File: config.mk
export PLATFORM = sky130hd
export DESIGN_NAME = exl_outq
export DESIGN_NICKNAME = d
export VERILOG_FILES = /design/src/sv/exl_pkg.sv /design/src/sv/exl_outq.sv
export VERILOG_INCLUDE_DIRS = /design/src /design/src/sv
export SDC_FILE = /design/constraint.sdc
export NUM_CORES = 1
export LEC_CHECK = 0
export BUFFER_PORTS_ARGS = -buffer_cell sky130_fd_sc_hd__buf_2
export CORE_MARGIN = 2
export CORE_UTILIZATION = 54
export DETAILED_ROUTE_END_ITERATION = 12
export PLACE_DENSITY_LB_ADDON = 0.15
export SETUP_SLACK_MARGIN = 0.02
export SLEW_MARGIN = 20
export SYNTH_ARGS = -nofsm -noshare
export SYNTH_HDL_FRONTEND = slang
export SYNTH_SLANG_ARGS = --single-unit
export TNS_END_PERCENT = 30
File: constraint.sdc
create_clock -name clock -period 4.64 [get_ports clock]
set_clock_uncertainty 0.15 [all_clocks]
set_input_delay 0.928 -clock clock [delete_from_list [all_inputs] [get_ports clock]]
set_output_delay 0.928 -clock clock [all_outputs]
set_load 0.01 [all_outputs]
File: src/sv/assert_macros.svh
// assertion macros shared by the rtl files
// depends on nothing; define NO_ASSERTIONS to compile them out
`ifndef ASSERT_MACROS_SVH
`define ASSERT_MACROS_SVH
`ifndef NO_ASSERTIONS
// property holds at every clock edge out of reset
`define ASSERT_HOLDS(lbl, clk, rst, prop, msg) \
   lbl: assert property (@(posedge clk) disable iff (rst) (prop)) else $error(msg);
// antecedent implies consequent in the next cycle
`define ASSERT_NEXT(lbl, clk, rst, ante, cons, msg) \
   lbl: assert property (@(posedge clk) disable iff (rst) (ante) |=> (cons)) else $error(msg);
`else
`define ASSERT_HOLDS(lbl, clk, rst, prop, msg)
`define ASSERT_NEXT(lbl, clk, rst, ante, cons, msg)
`endif
`endif

File: src/sv/exl_pkg.sv
// types, token kind codes and helpers for the expression text lexer
// depends on nothing
`default_nettype none
package exl_pkg;
   localparam int POS_W   = 16;
   localparam int MAX_TOK = 4;
   localparam int CNT_W   = $clog2(MAX_TOK + 1);

   localparam logic [4:0] K_ILLEGAL = 5'd0;
   localparam logic [4:0] K_END     = 5'd1;
   localparam logic [4:0] K_IDENT   = 5'd2;
   localparam logic [4:0] K_INT     = 5'd3;
   localparam logic [4:0] K_FLOAT   = 5'd4;
   localparam logic [4:0] K_STRING  = 5'd5;
   localparam logic [4:0] K_ASSIGN  = 5'd6;
   localparam logic [4:0] K_EQ      = 5'd7;
   localparam logic [4:0] K_LPAREN  = 5'd8;
   localparam logic [4:0] K_RPAREN  = 5'd9;
   localparam logic [4:0] K_COMMA   = 5'd10;
   localparam logic [4:0] K_PLUS    = 5'd11;
   localparam logic [4:0] K_MINUS   = 5'd12;
   localparam logic [4:0] K_LBRACK  = 5'd13;
   localparam logic [4:0] K_RBRACK  = 5'd14;
   localparam logic [4:0] K_SLASH   = 5'd15;
   localparam logic [4:0] K_STAR    = 5'd16;
   localparam logic [4:0] K_POW     = 5'd17;
   localparam logic [4:0] K_BANG    = 5'd18;
   localparam logic [4:0] K_NE      = 5'd19;
   localparam logic [4:0] K_LT      = 5'd20;
   localparam logic [4:0] K_LE      = 5'd21;
   localparam logic [4:0] K_GT      = 5'd22;
   localparam logic [4:0] K_GE      = 5'd23;
   localparam logic [4:0] K_COLON   = 5'd24;
   localparam logic [4:0] K_DOT     = 5'd25;

   typedef struct packed {
      logic [4:0]       kind;
      logic [POS_W-1:0] line;
      logic [POS_W-1:0] col;
      logic [POS_W-1:0] off;
      logic [POS_W-1:0] len;
      logic             last;
   } tok_type;

   typedef tok_type [MAX_TOK-1:0] tok_set_type;

   function automatic logic [POS_W-1:0] sat_add(input logic [POS_W-1:0] a,
                                                 input logic [POS_W-1:0] b);
      logic [POS_W:0] s;
      s = {1'b0, a} + {1'b0, b};
      return s[POS_W] ? {POS_W{1'b1}} : s[POS_W-1:0];
   endfunction

   function automatic logic is_digit(input logic [7:0] c);
      return (c >= "0") && (c <= "9");
   endfunction

   function automatic logic ident_start(input logic [7:0] c);
      return ((c >= "a") && (c <= "z")) || ((c >= "A") && (c <= "Z")) || (c == "_");
   endfunction

   function automatic logic ident_char(input logic [7:0] c);
      return ident_start(c) || is_digit(c);
   endfunction

   function automatic tok_type mk_tok(input logic [4:0] kind, input logic [POS_W-1:0] line,
                                      input logic [POS_W-1:0] col,
                                      input logic [POS_W-1:0] off,
                                      input logic [POS_W-1:0] len);
      tok_type t;
      t.kind = kind;
      t.line = line;
      t.col  = col;
      t.off  = off;
      t.len  = len;
      t.last = 1'b0;
      return t;
   endfunction
endpackage
`default_nettype wire

File: src/sv/exl_outq.sv
// buffer of one transaction's token records, drained one per cycle while out_ready
// depends on exl_pkg and assert_macros.svh
`default_nettype none
`include "assert_macros.svh"
module exl_outq import exl_pkg::*; (
   input  wire logic        clock,
   input  wire logic        reset,
   input  wire logic        load,
   input  wire tok_set_type toks,
   input  wire logic [CNT_W-1:0] tok_cnt,
   output logic             can_load,
   output logic             out_valid,
   input  wire logic        out_ready,
   output tok_type          out_tok
);
   tok_set_type                  tok_ff;
   logic [CNT_W-1:0]             rem_ff;
   logic [$clog2(MAX_TOK)-1:0]   rd_ff;

   assign out_valid = (rem_ff != '0);
   assign out_tok   = tok_ff[rd_ff];
   // accept a new set once the last record leaves
   assign can_load  = (rem_ff == '0) || ((rem_ff == CNT_W'(1)) && out_ready);

   always_ff @(posedge clock) begin
      if (load) begin
         tok_ff <= toks;
      end
   end

   // remaining count and read index
   always_ff @(posedge clock) begin
      if (reset) begin
         rem_ff <= '0;
         rd_ff <= '0;
      end else if (load) begin
         rem_ff <= tok_cnt;
         rd_ff <= '0;
      end else if (out_valid && out_ready) begin
         rem_ff <= rem_ff - 1'b1;
         rd_ff <= rd_ff + 1'b1;
      end
   end

   `ASSERT_HOLDS(a_rem_bound, clock, reset, rem_ff <= CNT_W'(MAX_TOK), "too many queued records")
   `ASSERT_HOLDS(a_last_flag, clock, reset, !out_valid || (out_tok.last == (rem_ff == CNT_W'(1))), "last flag not on final record")
   `ASSERT_NEXT(a_stall_hold, clock, reset, out_valid && !out_ready, out_valid && $stable(rd_ff), "stalled record moved")
endmodule
`default_nettype wire

# ---- After elaboration in Yosys (flattened, before gate mapping)
# Cells that the tools add are included.
dict set report totals {
  ff_bits 285
  input_bits 287
  output_inout_bits 72
  wordCells 41
}
dict set report classes {
  addsub 2
  n_lt_le_gt_ge 1
  eq_ne 1
  mux 4
  n_reduce_logical 7
}
# operator n
set op_table {}
lappend op_table {{70-bit binary-select mux with 2-bit select} 1}
lappend op_table {{70-bit 2-to-1 mux} 1}
lappend op_table {{3-bit 2-to-1 mux} 2}
lappend op_table {{3-bit by 1-bit equality test with 1-bit output (second input constant)} 1}
lappend op_table {{3-bit logical NOT} 1}
lappend op_table {{2-bit by 3-bit less-than comparator with 1-bit output (second input constant)} 1}
lappend op_table {{3-bit nonzero test} 1}
lappend op_table {{3-bit by 1-bit subtractor with 3-bit output (second input constant)} 1}
lappend op_table {{2-bit by 1-bit adder with 2-bit output (second input constant)} 1}
lappend op_table {{1-bit logical AND} 2}
lappend op_table {{2-bit nonzero test} 1}
lappend op_table {{2-bit OR reduction} 1}
lappend op_table {{1-bit logical OR} 1}

# ---- Depth between registers and ports, before layout
dict set report depth {
  ltp_word 4
  ltp_mapped 6
  depth_no_buf 6
}

# ---- Least setup slack after synthesis
# No wires, ideal clock.
dict set report synth_timing {
  kind {register to output}
  from {register rd_ff[0]}
  to {output out_tok[0] in the netlist's numbering}
  arrival_time_ps 1195
  t_required_ps 3562
  setup_slack_ps 2367
  path_stages_with_launch 4
  path_buffers 2
  cell_sequence {dfxtp_1 -> buf_4 -> buf_4 -> mux4_2}
}
# item line
set synth_rtl {}
lappend synth_rtl {{from (decl)} exl_outq.sv:18} ;# logic [$clog2(MAX_TOK)-1:0] rd_ff;
lappend synth_rtl {{from (signal assigned)} exl_outq.sv:41} ;# rd_ff <= rd_ff + 1'b1;
lappend synth_rtl {{to (decl)} exl_outq.sv:14} ;# output tok_type out_tok

==> impl_metrics.ini <==
[run_status]
status = finished, final reports clean

[min_path]
min_to = tok_ff[87]
hp-start = toks[87]
timing.hold.worst_path_depth = 1
holdCritPathClass = in -> reg

[yosys]
yosysTopAreaCell = edfxtp_1
syn_area_per_cell_um2 = 25.76
synth-compound-area-share_pct = 0.7353
synth-xor-area-share_pct = 0
synth_fa_ha_area_share_pct = 0.3616
ys_seq_area_share_pct = 81.97
synth.distinct_cells = 25
synth_top_area_share_pct = 81.00
synth-seq-cells = 285
syn_area_mm2 = 0.01038
syn_nets = 693
synth_top_family_by_area = multiplexers
synth-simple-area-share_pct = 0.5786
synth_mux_area_share_pct = 15.19
yosys_warnings = 0
synth_area_leaders = edfxtp_1 81%, mux4_2 15%, dfxtp_1 0.96%
syn_inst = 403

[route]
wl_um = 22380
vias = 5678
wl_per_cell_um = 21.37
drtPass1Iterations = 4
detail_route.iter0.violations = 270
ant_nets = 0
drc_errors = 0
viasPerCell = 5.423

[sta]
min_period_ps = 3462
slew_headroom_pct = 26.74
max_freq_mhz = 288.8
finalSetupViolCount = 0
report.final.slew_viol_count = 0
finalSetupTns_ps = 0
worst_pin_slew_ps = 1099
hold_viol = 0
rsz0062_at_grt = no
finalCritPeriodShare_pct = 74.62
setup_slack_ps = 1178

[power_and_ir_drop]
p_int_mw = 4.650
sw_frac_of_total_pct = 19.88
leakage_nw = 5.122
clock_power_share_pct = 39.0
power.switching_mw = 1.154
power_frac_comb_pct = 7.4
p_seq_share_pct = 53.7
vdd_ir_drop_max_mv = 0.3874
total_power_mw = 5.804
powerDensity_mw_per_mm2 = 432.9

[placed_design]
dpl.hpwl_um = 15850
numPlacedInstances = 985
dp_slack_ps = 1660
place.gp.congestion = 0.7697
port_buffers = 358

[floorplanning]
die_y_um = 142.6
rows = 50
die_width_um = 142.6
core_area_mm2 = 0.01877
dieArea_mm2 = 0.02035
io_pins = 359
start_util_pct = 55.31

[global_routing]
grt-ovfl-total = 0
grt_max_degree = 111
antenna_found_initial = 11
grt_pass1_vias = 6027
grt_pass1_wl_um = 32440
track_usage_pct = 21.58

[setup_path]
r2r_slack_ps = 2530
crit_fanout = 23
setup.worst_path.class = reg -> out
critPathRequiredTime_ps = 3560
cp.arrival_ps = 2380
reg2reg_from = rd_ff[0]
crit_path_start_kind = flop
worstReg2RegEnd = rd_ff[1]
end_kind = output pin
reg2reg_depth = 4

[layout]
syn_to_final_growth_pct = 29.17
drive_gt1_share_pct = 59.08
layoutNonFillerInstCount = 1047
fin_nets = 1072
utilization_pct = 71.44

[clocking]
worstSkewPairLatency_ps = 530
clk_pin_slew_ps = 60
cts_buffer_depth = 3
root_buffer = clkbuf_16
ctsResizeCount = 0
clock_sinks = 285
cts_tree = built
cts_setup_buffers = 0
htree_levels = 1
holdBufCountCts = 0
cts_made_buffers = 29

[job]
max-cap-violations = 0
==> sequential cells by signal (all words and copies together), names as in the netlist <==
name    flops
rem_ff      3
tok_ff    280
rd_ff       2
==> power by group through the flow <==
stage	clock network, mW	registers, mW	logic, mW
after floorplan	0	3.14	0.184
after global placement	0	3.15	0.420
after detailed placement	0	3.17	0.432
final	2.26	3.11	0.429
after global routing	2.40	3.13	0.467
after CTS	2.30	3.12	0.435
==> synthesized netlist by cell type <==
cell and count:
o21ai_0 1, nand3_1 1, o31a_1 1, or4_1 1, or2_2 1, a21boi_0 1, mux4_2 70, nor2_1 2
and3_1 1, edfxtp_1 280, inv_2 2, a311oi_1 1, buf_2 7, nor3_1 2, buf_4 8, and2b_1 1
nand2_1 1, ha_1 3, clkbuf_1 1, nor2b_1 1, dfxtp_1 5, o31ai_1 1, o32ai_1 1, inv_1 4
a21oi_1 6
==> routing by layer <==
metal  track usage [%]  vias to the layer above  routed length (µm)
li1                  -                     2506                   -
met1             24.96                     2812                7617
met2             37.22                      304               11550
met3             7.981                       52                2415
met4             7.764                        4                 762
met5                 0                        -                  29
==> how the worst max path moves through the flow <==
stage | start | endpoint | slack [ps]
finish | rd_ff[0] | out_tok[39] | 1180
CTS | rd_ff[0] | out_tok[39] | 1080
global route | rd_ff[0] | out_tok[39] | 990
floorplan | rd_ff[0] | out_tok[0] | 2370
detailed placement | rd_ff[0] | out_tok[39] | 1660
global placement | rd_ff[0] | out_tok[14] | 1680
==> layout by cell type (no fill, tap or decap) <==
cell and count:
o21ai_0 1, mux4_2 70, buf_2 357, and2b_1 1, clkbuf_16 29, edfxtp_1 280, clkinv_1 11, inv_6 1
dfxtp_4 2, a21oi_1 6, o32ai_1 1, a21boi_0 1, nor2_1 2, inv_2 2, diode_2 9, o31a_1 1
dfxtp_1 3, clkbuf_1 6, and3_1 1, a311oi_1 1, o31ai_1 1, buf_4 4, buf_12 2, ha_1 3
nand3_1 1, nor3_1 2, clkinv_2 1, nand2_1 1, inv_1 4, nor2b_1 1, or4_1 1, or2_2 1
buf_8 1, bufinv_16 4, clkinv_4 1
==> cell type report <==
type	instances	area [µm²]
Clock inverter	18	183.9
Clock buffer	35	748.2
Antenna cell	9	22.52
Timing Repair Buffer	364	1872
Sequential cell	285	8516
Tap cell	234	292.8
Inverter	6	22.52
Fill cell	1209	5360
Multi-Input combinational cell	96	1750
==> worst max-delay path: stages (launching register included) <==
cell	delay, ps
dfxtp_4	650
buf_4	450
mux4_2	580
buf_2	160
==> metrics by stage <==
step | hold WS, ps | instance area (µm²)
after global routing | 387.6 | 13410
after detailed placement | 429.9 | 12450
after global placement | 390.5 | 12450
after CTS | 393.2 | 13390
final | 413.7 | 13410
after floorplan | 375.6 | 10380
==> cell families after synthesis <==
group | Yosys count
AO/OA/AOI/OAI | 12
adder cells (fa/ha/maj) | 3
buffers and inverters | 22
flip-flops | 285
multiplexers | 70
AND/OR/NAND/NOR | 11
Note: power is estimated with default switching activity, not from simulation.
